===== src/sv/sbpf_pkg.sv =====
`default_nettype none

package sbpf_pkg;

   localparam int JOB_DEPTH = 4;
   localparam int JOB_PTR_W = $clog2(JOB_DEPTH);
   localparam int JOB_CNT_W = $clog2(JOB_DEPTH + 1);

   localparam logic [7:0] HEADER_RESET = 8'hFF;
   localparam logic [7:0] ERROR_BYTE   = 8'h00;

   localparam logic OP_START = 1'b0;
   localparam logic OP_DATA  = 1'b1;

   typedef struct packed {
      logic       operation;
      logic [7:0] servo_id;
      logic [7:0] payload_count;
      logic [7:0] command_code;
      logic [7:0] payload_byte;
   } req_type;

   typedef struct packed {
      logic [7:0] out_byte;
      logic       run_end;
      logic       packet_end;
      logic       error;
   } rsp_type;

   typedef enum logic [1:0] {
      JOB_START,
      JOB_DATA,
      JOB_ERROR
   } job_kind_type;

   typedef struct packed {
      job_kind_type kind;
      logic [7:0]   id_byte;
      logic [7:0]   cnt_byte;
      logic [7:0]   cmd_dat_byte;
      logic [7:0]   chk_byte;
      logic         with_chk;
   } job_type;

   typedef enum logic [2:0] {
      SEQ_FIRST,
      SEQ_HDR1,
      SEQ_ID,
      SEQ_CNT,
      SEQ_CMD,
      SEQ_CHK
   } seq_type;

endpackage

`default_nettype wire


===== src/sv/sbpf_req_if.sv =====
`default_nettype none

interface sbpf_req_if;
   import sbpf_pkg::*;

   logic    valid;
   logic    ready;
   req_type data;

   modport source(output valid, output data, input ready);
   modport sink(input valid, input data, output ready);
endinterface

`default_nettype wire


===== src/sv/sbpf_rsp_if.sv =====
`default_nettype none

interface sbpf_rsp_if;
   import sbpf_pkg::*;

   logic    valid;
   logic    ready;
   rsp_type data;

   modport source(output valid, output data, input ready);
   modport sink(input valid, input data, output ready);
endinterface

`default_nettype wire


===== src/sv/servo_bus_packet_framer.sv =====
// Servo-bus packet framer.
// req_ch takes one transfer per item: a start item (operation 0) with servo id,
// payload count and command code, or a data item (operation 1) with one payload byte.
// rsp_ch gives one transfer per serialized byte. A start item yields the header
// byte twice, id, count and command, plus the checksum when the count is zero.
// A data item yields its byte, plus the checksum after the last counted byte.
// A data item with no open packet yields one error transfer with byte zero.
// csr_wr_en / csr_wr_data set the header byte; write only while idle.
// An item's first byte passes through the job queue and then the output register
// before it is valid on rsp_ch.
// Throughput: the output side moves one byte per cycle while rsp_ch does not stall;
// an item yields 1 to 6 bytes from the byte sequencer. A four-entry
// job queue lets req_ch take an item per cycle, while it is not full, as the sequencer drains.
// When rsp_ch stalls, the output register holds, the queue fills, and
// req_ch.ready drops once four items wait.
// Reset clears the queue, the packet state and sets the header byte to 0xFF.
`default_nettype none

module servo_bus_packet_framer (
   input  logic       clock,
   input  logic       reset,
   input  logic       csr_wr_en,
   input  logic [7:0] csr_wr_data,
   sbpf_req_if.sink   req_ch,
   sbpf_rsp_if.source rsp_ch
);
   import sbpf_pkg::*;

   logic [7:0] header_ff;
   logic [7:0] header_in;
   job_type    push_job;
   job_type    head_job;
   logic       job_push;
   logic       job_full;
   logic       job_pop;
   logic       job_empty;

   assign header_in = csr_wr_en ? csr_wr_data : header_ff;

   always_ff @(posedge clock) begin
      if (reset) begin
         header_ff <= HEADER_RESET;
      end else begin
         header_ff <= header_in;
      end
   end

   sbpf_front u_front (
      .clock    (clock),
      .reset    (reset),
      .req      (req_ch),
      .job      (push_job),
      .job_push (job_push),
      .job_full (job_full)
   );

   sbpf_job_fifo u_fifo (
      .clock    (clock),
      .reset    (reset),
      .push     (job_push),
      .push_job (push_job),
      .full     (job_full),
      .pop      (job_pop),
      .head_job (head_job),
      .empty    (job_empty)
   );

   sbpf_back u_back (
      .clock        (clock),
      .reset        (reset),
      .header_value (header_ff),
      .head_job     (head_job),
      .job_empty    (job_empty),
      .job_pop      (job_pop),
      .rsp          (rsp_ch)
   );

endmodule

`default_nettype wire


===== src/sv/sbpf_job_fifo.sv =====
`default_nettype none

module sbpf_job_fifo (
   input  logic             clock,
   input  logic             reset,
   input  logic             push,
   input  sbpf_pkg::job_type push_job,
   output logic             full,
   input  logic             pop,
   output sbpf_pkg::job_type head_job,
   output logic             empty
);
   import sbpf_pkg::*;

   job_type                mem_ff [JOB_DEPTH];
   logic [JOB_PTR_W-1:0]   wr_ptr_ff;
   logic [JOB_PTR_W-1:0]   wr_ptr_in;
   logic [JOB_PTR_W-1:0]   rd_ptr_ff;
   logic [JOB_PTR_W-1:0]   rd_ptr_in;
   logic [JOB_CNT_W-1:0]   count_ff;
   logic [JOB_CNT_W-1:0]   count_in;
   logic                   do_push;
   logic                   do_pop;

   assign full     = (count_ff == JOB_CNT_W'(JOB_DEPTH));
   assign empty    = (count_ff == '0);
   assign head_job = mem_ff[rd_ptr_ff];
   assign do_push  = push && !full;
   assign do_pop   = pop && !empty;

   always_comb begin
      wr_ptr_in = wr_ptr_ff;
      rd_ptr_in = rd_ptr_ff;
      count_in  = count_ff;
      if (do_push) begin
         wr_ptr_in = wr_ptr_ff + JOB_PTR_W'(1);
      end
      if (do_pop) begin
         rd_ptr_in = rd_ptr_ff + JOB_PTR_W'(1);
      end
      if (do_push && !do_pop) begin
         count_in = count_ff + JOB_CNT_W'(1);
      end else if (!do_push && do_pop) begin
         count_in = count_ff - JOB_CNT_W'(1);
      end
   end

   always_ff @(posedge clock) begin
      if (reset) begin
         wr_ptr_ff <= '0;
         rd_ptr_ff <= '0;
         count_ff  <= '0;
      end else begin
         wr_ptr_ff <= wr_ptr_in;
         rd_ptr_ff <= rd_ptr_in;
         count_ff  <= count_in;
      end
   end

   always_ff @(posedge clock) begin
      if (do_push) begin
         mem_ff[wr_ptr_ff] <= push_job;
      end
   end

   a_count_bound: assert property (@(posedge clock) disable iff (reset)
      count_ff <= JOB_CNT_W'(JOB_DEPTH))
      else $error("job queue count beyond depth");

   a_ptr_gap: assert property (@(posedge clock) disable iff (reset)
      (wr_ptr_ff - rd_ptr_ff) == count_ff[JOB_PTR_W-1:0])
      else $error("job queue pointers disagree with count");

endmodule

`default_nettype wire


===== src/sv/sbpf_front.sv =====
`default_nettype none

module sbpf_front (
   input  logic              clock,
   input  logic              reset,
   sbpf_req_if.sink          req,
   output sbpf_pkg::job_type job,
   output logic              job_push,
   input  logic              job_full
);
   import sbpf_pkg::*;

   logic       packet_open_ff;
   logic       packet_open_in;
   logic [7:0] bytes_left_ff;
   logic [7:0] bytes_left_in;
   logic [7:0] running_sum_ff;
   logic [7:0] running_sum_in;
   logic [7:0] start_sum;
   logic [7:0] data_sum;
   logic       accept;

   assign req.ready = !job_full;
   assign accept    = req.valid && req.ready;
   assign job_push  = accept;

   assign start_sum = req.data.servo_id + req.data.payload_count + req.data.command_code;
   assign data_sum  = running_sum_ff + req.data.payload_byte;

   always_comb begin
      packet_open_in   = packet_open_ff;
      bytes_left_in    = bytes_left_ff;
      running_sum_in   = running_sum_ff;
      job.kind         = JOB_ERROR;
      job.id_byte      = req.data.servo_id;
      job.cnt_byte     = req.data.payload_count;
      job.cmd_dat_byte = req.data.payload_byte;
      job.chk_byte     = ~data_sum;
      job.with_chk     = 1'b0;
      if (req.data.operation == OP_START) begin
         job.kind         = JOB_START;
         job.cmd_dat_byte = req.data.command_code;
         job.chk_byte     = ~start_sum;
         job.with_chk     = (req.data.payload_count == 8'd0);
         if (accept) begin
            running_sum_in = start_sum;
            bytes_left_in  = req.data.payload_count;
            packet_open_in = (req.data.payload_count != 8'd0);
         end
      end else if (packet_open_ff) begin
         job.kind     = JOB_DATA;
         job.with_chk = (bytes_left_ff == 8'd1);
         if (accept) begin
            running_sum_in = data_sum;
            bytes_left_in  = bytes_left_ff - 8'd1;
            packet_open_in = (bytes_left_ff != 8'd1);
         end
      end
   end

   always_ff @(posedge clock) begin
      if (reset) begin
         packet_open_ff <= 1'b0;
         bytes_left_ff  <= '0;
         running_sum_ff <= '0;
      end else begin
         packet_open_ff <= packet_open_in;
         bytes_left_ff  <= bytes_left_in;
         running_sum_ff <= running_sum_in;
      end
   end

   a_open_matches_left: assert property (@(posedge clock) disable iff (reset)
      packet_open_ff == (bytes_left_ff != 8'd0))
      else $error("open flag disagrees with byte count");

   a_error_keeps_state: assert property (@(posedge clock) disable iff (reset)
      (accept && req.data.operation == OP_DATA && !packet_open_ff)
      |=> ($stable(running_sum_ff) && $stable(bytes_left_ff)))
      else $error("stray data transfer changed packet state");

   a_start_opens: assert property (@(posedge clock) disable iff (reset)
      (accept && req.data.operation == OP_START)
      |=> (bytes_left_ff == $past(req.data.payload_count)))
      else $error("start transfer did not load byte count");

endmodule

`default_nettype wire


===== src/sv/sbpf_back.sv =====
`default_nettype none

module sbpf_back (
   input  logic              clock,
   input  logic              reset,
   input  logic [7:0]        header_value,
   input  sbpf_pkg::job_type head_job,
   input  logic              job_empty,
   output logic              job_pop,
   sbpf_rsp_if.source        rsp
);
   import sbpf_pkg::*;

   seq_type seq_ff;
   seq_type seq_in;
   logic    rsp_valid_ff;
   logic    rsp_valid_in;
   rsp_type rsp_data_ff;
   rsp_type item;
   logic    last;
   logic    step;

   assign step      = !job_empty && (!rsp_valid_ff || rsp.ready);
   assign job_pop   = step && last;
   assign rsp.valid = rsp_valid_ff;
   assign rsp.data  = rsp_data_ff;

   always_comb begin
      item.out_byte   = header_value;
      item.run_end    = 1'b0;
      item.packet_end = 1'b0;
      item.error      = 1'b0;
      last            = 1'b0;
      unique case (seq_ff)
         SEQ_FIRST: begin
            unique case (head_job.kind)
               JOB_START: begin
                  item.out_byte = header_value;
               end
               JOB_DATA: begin
                  item.out_byte = head_job.cmd_dat_byte;
                  item.run_end  = !head_job.with_chk;
                  last          = !head_job.with_chk;
               end
               default: begin
                  item.out_byte = ERROR_BYTE;
                  item.run_end  = 1'b1;
                  item.error    = 1'b1;
                  last          = 1'b1;
               end
            endcase
         end
         SEQ_HDR1: item.out_byte = header_value;
         SEQ_ID:   item.out_byte = head_job.id_byte;
         SEQ_CNT:  item.out_byte = head_job.cnt_byte;
         SEQ_CMD: begin
            item.out_byte = head_job.cmd_dat_byte;
            item.run_end  = head_job.with_chk;
            last          = !head_job.with_chk;
         end
         SEQ_CHK: begin
            item.out_byte   = head_job.chk_byte;
            item.run_end    = 1'b1;
            item.packet_end = 1'b1;
            last            = 1'b1;
         end
         default: item.out_byte = header_value;
      endcase
   end

   always_comb begin
      seq_in = seq_ff;
      if (step) begin
         if (last) begin
            seq_in = SEQ_FIRST;
         end else begin
            unique case (seq_ff)
               SEQ_FIRST: seq_in = (head_job.kind == JOB_START) ? SEQ_HDR1 : SEQ_CHK;
               SEQ_HDR1:  seq_in = SEQ_ID;
               SEQ_ID:    seq_in = SEQ_CNT;
               SEQ_CNT:   seq_in = SEQ_CMD;
               SEQ_CMD:   seq_in = SEQ_CHK;
               default:   seq_in = SEQ_FIRST;
            endcase
         end
      end
   end

   always_comb begin
      rsp_valid_in = rsp_valid_ff && !rsp.ready;
      if (step) begin
         rsp_valid_in = 1'b1;
      end
   end

   always_ff @(posedge clock) begin
      if (reset) begin
         seq_ff       <= SEQ_FIRST;
         rsp_valid_ff <= 1'b0;
      end else begin
         seq_ff       <= seq_in;
         rsp_valid_ff <= rsp_valid_in;
      end
   end

   always_ff @(posedge clock) begin
      if (step) begin
         rsp_data_ff <= item;
      end
   end

   a_job_held: assert property (@(posedge clock) disable iff (reset)
      (seq_ff != SEQ_FIRST) |-> !job_empty)
      else $error("sequencer mid-packet with no job at head");

   a_end_flags: assert property (@(posedge clock) disable iff (reset)
      (rsp_valid_ff && (rsp_data_ff.packet_end || rsp_data_ff.error))
      |-> rsp_data_ff.run_end)
      else $error("checksum or error transfer without run end");

   a_chk_after_cmd: assert property (@(posedge clock) disable iff (reset)
      (seq_ff == SEQ_CMD && step && !last) |=> (seq_ff == SEQ_CHK))
      else $error("checksum step skipped");

endmodule

`default_nettype wire


===== src/flat_wrapper.sv =====
// flat-port wrapper written by rule: the top's interface ports become plain ports
module servo_bus_packet_framer_flat import sbpf_pkg::*;
  (clock, reset, csr_wr_en, csr_wr_data, req_ch_valid, req_ch_data, req_ch_ready, rsp_ch_valid, rsp_ch_data, rsp_ch_ready);
  sbpf_req_if req_ch_i ();
  sbpf_rsp_if rsp_ch_i ();
  input  logic clock;
  input  logic reset;
  input  logic csr_wr_en;
  input  logic [7:0] csr_wr_data;
  input wire logic [$bits(req_ch_i.valid)-1:0] req_ch_valid;
  input wire logic [$bits(req_ch_i.data)-1:0] req_ch_data;
  output wire logic [$bits(req_ch_i.ready)-1:0] req_ch_ready;
  output wire logic [$bits(rsp_ch_i.valid)-1:0] rsp_ch_valid;
  output wire logic [$bits(rsp_ch_i.data)-1:0] rsp_ch_data;
  input wire logic [$bits(rsp_ch_i.ready)-1:0] rsp_ch_ready;
  assign req_ch_i.valid = req_ch_valid;
  assign req_ch_i.data = req_ch_data;
  assign req_ch_ready = req_ch_i.ready;
  assign rsp_ch_valid = rsp_ch_i.valid;
  assign rsp_ch_data = rsp_ch_i.data;
  assign rsp_ch_i.ready = rsp_ch_ready;
  servo_bus_packet_framer u_core (.clock(clock), .reset(reset), .csr_wr_en(csr_wr_en), .csr_wr_data(csr_wr_data), .req_ch(req_ch_i), .rsp_ch(rsp_ch_i));
endmodule

===== config.mk =====
export PLATFORM = sky130hd
export DESIGN_NAME = servo_bus_packet_framer_flat
export DESIGN_NICKNAME = d
export VERILOG_FILES = /design/src/sv/sbpf_pkg.sv /design/src/sv/sbpf_req_if.sv /design/src/sv/sbpf_rsp_if.sv /design/src/sv/servo_bus_packet_framer.sv /design/src/sv/sbpf_job_fifo.sv /design/src/sv/sbpf_front.sv /design/src/sv/sbpf_back.sv /design/src/flat_wrapper.sv
export SDC_FILE = /design/constraint.sdc
export NUM_CORES = 1
export LEC_CHECK = 0
export ABC_AREA = 1
export ABC_CLOCK_PERIOD_IN_PS = 3600
export BUFFER_PORTS_ARGS = -buffer_cell sky130_fd_sc_hd__buf_2
export CELL_PAD_IN_SITES_DETAIL_PLACEMENT = 1
export CELL_PAD_IN_SITES_GLOBAL_PLACEMENT = 1
export CORE_AREA = 2 2 166 120
export DETAILED_ROUTE_END_ITERATION = 10
export DIE_AREA = 0 0 168 122
export GPL_TIMING_DRIVEN = 0
export PLACE_DENSITY_LB_ADDON = 0.25
export SLEW_MARGIN = 0
export SYNTH_ARGS = -nofsm -noshare
export SYNTH_HDL_FRONTEND = slang
export SYNTH_SLANG_ARGS = --single-unit

===== constraint.sdc =====
create_clock -name clock -period 3.6 [get_ports clock]
set_input_delay 0.36 -clock clock [delete_from_list [all_inputs] [get_ports clock]]
set_output_delay 0.36 -clock clock [all_outputs]
set_load 0.01 [all_outputs]

==> qor.csv <==
stage,metric,value,unit
run_status,outcome,"complete, no violations",
run,Max Cap Viol,0,
timing,Slew headroom,25.66,%
yosys,syn_area_per_cell,9.908,sq um
yosys,synthesized netlist cell count,900,
timing,worst hold slack,0.1374,ns
clock_tree,H-tree depth,4,
timing,worst clock skew,0.01068,ns
global_routing,vias in the first global route,6981,
clock_tree,CTS Buffer Depth,2,
setup_path,Worst setup SP type,register,
pwr,pwr dens,680.9,nW/um^2
pwr,Leakage,4.056,nW
pwr,post-layout power,6.912,mW
layout,share of cells above drive strength 1,14.13,%
floorplanning,die width,168,um
placed_design,hpwl dp,18760,um
clock_tree,CTS Sinks,189,
floorplanning,cell row count,43,
yosys,largest cells by area after synthesis,"edfxtp_1 (51%), nand2_1 (10%), dfxtp_1 (8.5%)",
global_routing,global router's overall resource usage,26.33,%
placed_design,pre-CTS setup slack,0.4919,ns
timing,minimum clock period,3.057,ns
yosys,"Seq/Total Area, Yosys",59.38,%
floorplanning,Die Height,122,um
detailed_routing,routed vias,6810,
clock_tree,"Hold-fix buffers, CTS",0,
clock_tree,CTS Root Cell,clkbuf_16,
yosys,Yosys cell types,42,
clock_tree,post_cts resized,0,
timing,RSZ-0062 raised after global routing,false,
global_routing,initial antenna violation count,1,
timing,Final setup viols,0,
yosys,number of flops mapped to enable cells by yosys,151,
detailed_routing,Detail Route Antenna Nets,0,
layout,final std cells w/o fill,1239,
floorplanning,IO Pins,59,
yosys,largest area contributor in the synthesized netlist,edfxtp_1,
clock_tree,CTS tree,yes,
detailed_routing,drt first pass iters,5,
placed_design,global placement routability congestion,0.8880,
worst_hold_path,Hold Crit Class,input port to register,
floorplanning,Starting Density,46.69,%
setup_path,critical path class,register to register,
layout,Syn-to-layout area delta,13.83,%
pwr,maximum VDD drop,269.1,uV
detailed_routing,DRC Markers,0,
clock_tree,Post-CTS Setup Bufs,0,
yosys,register bit total from synthesis,189,
setup_path,Crit path arrival time,3.39,ns
timing,Worst Tran Pin Value,1.103,ns
timing,fin. max-slew vios,0,
detailed_routing,DRT iter0 DRCs,538,
detailed_routing,vias per cell,5.496,
detailed_routing,final WL,25720,um
global_routing,grt ovf,0,
placed_design,port bufs,55,
clock_tree,clock-pin slew on the worst setup and hold paths,0.07,ns
yosys,Syn Nets,976,
yosys,Main synth FF type,edfxtp_1,
global_routing,largest net degree at the start of global routing,30,
placed_design,placed instance count,1206,
floorplanning,die area,20500,sq um
timing,fin worst setup slack,0.5434,ns
floorplanning,CORE AREA,19100,sq um
timing,f_max,327.2,MHz
timing,Fin. Hold Viols,0,
global_routing,first-pass GRT wire length,39710,um
setup_path,r2r setup slk,0.54,ns
yosys,synthesized cell area,8917,sq um
yosys,Syn. warnings,0,
detailed_routing,routed len/inst,20.76,um
layout,Final nets,1054,
timing,fin crit share,84.91,%
yosys,top cell type's share of synthesized area,50.85,%
setup_path,Crit. End Element,register,
setup_path,Worst Path Max Fanout,14,
yosys,async set-reset flop share out of synthesis,0,%
setup_path,Crit path required time,3.93,ns
clock_tree,clock latency on the worst-skew pair,0.44,ns
clock_tree,CTS buffer count,17,
synth_stat cells, types with 2 or more instances:
| master | n |
|---|---|
| buf_4 | 3 |
| dfxtp_1 | 38 |
| nand3_1 | 87 |
| xor2_1 | 2 |
| ha_1 | 20 |
| inv_1 | 58 |
| nor4_1 | 2 |
| clkbuf_1 | 8 |
| and2_1 | 4 |
| fa_1 | 10 |
| a31oi_1 | 2 |
| nand3b_1 | 3 |
| nand2_4 | 3 |
| o21ai_0 | 46 |
| buf_6 | 7 |
| nor2_2 | 4 |
| nand2_1 | 244 |
| nand2_2 | 3 |
| a21oi_1 | 37 |
| o22ai_1 | 14 |
| nor3_1 | 5 |
| nand3_2 | 2 |
| nand4_1 | 13 |
| edfxtp_1 | 151 |
| o21a_1 | 7 |
| mux2i_1 | 2 |
| nor2_1 | 62 |
| inv_2 | 3 |
| xnor2_1 | 2 |
| o21ai_1 | 28 |
| nand3_4 | 2 |
| buf_2 | 18 |
cell type report:
| cell class | count | area (sq um) |
|---|---|---|
| Clock inverter | 11 | 88.84 |
| Buffer | 36 | 221.5 |
| Antenna cell | 1 | 2.502 |
| Inverter | 63 | 239.0 |
| Sequential cell | 189 | 5295 |
| Timing Repair Buffer | 59 | 362.8 |
| Multi-Input combinational cell | 612 | 3192 |
| Fill cell | 2130 | 8949 |
| Clock buffer | 21 | 440.4 |
| Tap cell | 247 | 309.0 |
critical path, stage by stage (launching register included):
cell     delay [ns]
dfxtp_1        0.33
inv_1          0.12
nand3_1        0.13
o21ai_1        0.35
inv_1          0.44
nand2_1        0.31
ha_1           0.23
inv_1          0.09
fa_1           0.44
a21oi_1        0.14
o21ai_0        0.11
o21ai_0        0.18
a21oi_1        0.06
placed cells by master (no fill, tap or decap), types with 4 or more instances in the layout:
cell	n
nor2_1	58
nand3_1	87
a21oi_1	37
inv_1	58
fa_1	10
o22ai_1	14
nor2_2	4
o21ai_0	46
dfxtp_1	38
clkbuf_16	17
buf_6	7
clkinvlp_4	4
o21ai_1	28
o21a_1	7
buf_2	73
and2_1	4
nand4_1	13
clkbuf_1	12
edfxtp_1	151
ha_1	20
nor2_4	5
nand2_1	244
nor3_1	5
worst paths after layout:
kind	start	endpoint	cells after the start
worst min register to register	u_core.u_front.bytes_left_ff[4]	u_core.u_front.bytes_left_ff[4]	2
worst max-delay path	u_core.u_fifo.count_ff[0]	u_core.u_fifo.count_ff[2]	12
worst max register to register	u_core.u_fifo.count_ff[0]	u_core.u_fifo.count_ff[2]	12
worst min-delay path	csr_wr_data[6]	u_core.header_ff[6]	3
metal layers:
layer	up-vias	track usage, %	part of all wire, %
li1	3252	-	-
met1	3350	36.86	48
met2	178	43.05	46
met3	30	4.288	5.5
met4	0	7.120	1.3
met5	-	0	0
cells by family after synthesis:
family	synth area share (%)
flops	59.38
compound gates	8.405
xor+xnor	0.3929
simple gates	21.38
fa+ha+maj	5.051
mux	0.2245
buf+inv	5.164
flip-flops by register name, indices dropped and copies added, names as in the netlist, 2 cells and up, named ones only:
signal,cells
u_core.header_ff,8
u_core.u_back.rsp.data,11
u_core.u_back.seq_ff,3
u_core.u_fifo.count_ff,3
u_core.u_fifo.mem_ff,140
u_core.u_fifo.rd_ptr_ff,2
u_core.u_fifo.wr_ptr_ff,2
u_core.u_front.bytes_left_ff,8
u_core.u_front.running_sum_ff,8
where the power goes:
group	leakage (nW)	switching, mW	total, mW	internal (mW)
Sequential	1.71	0.108	2.88	2.77
Clock	0.247	0.861	1.76	0.895
Combinational	2.10	1.56	2.28	0.720
per-stage QoR:
| stage | cell area [sq um] | util [%] | TNS (ns) |
|---|---|---|---|
| 3_3_place_gp | 9502 | 49.75 | -41.45 |
| 4_1_cts | 10150 | 53.13 | 0 |
| 5_1_grt | 10150 | 53.13 | 0 |
| 6_report | 10150 | 53.15 | 0 |
| 2_1_floorplan | 8917 | - | 0 |
| 3_5_place_dp | 9619 | 50.36 | 0 |
(Power assumes the default switching activity.)
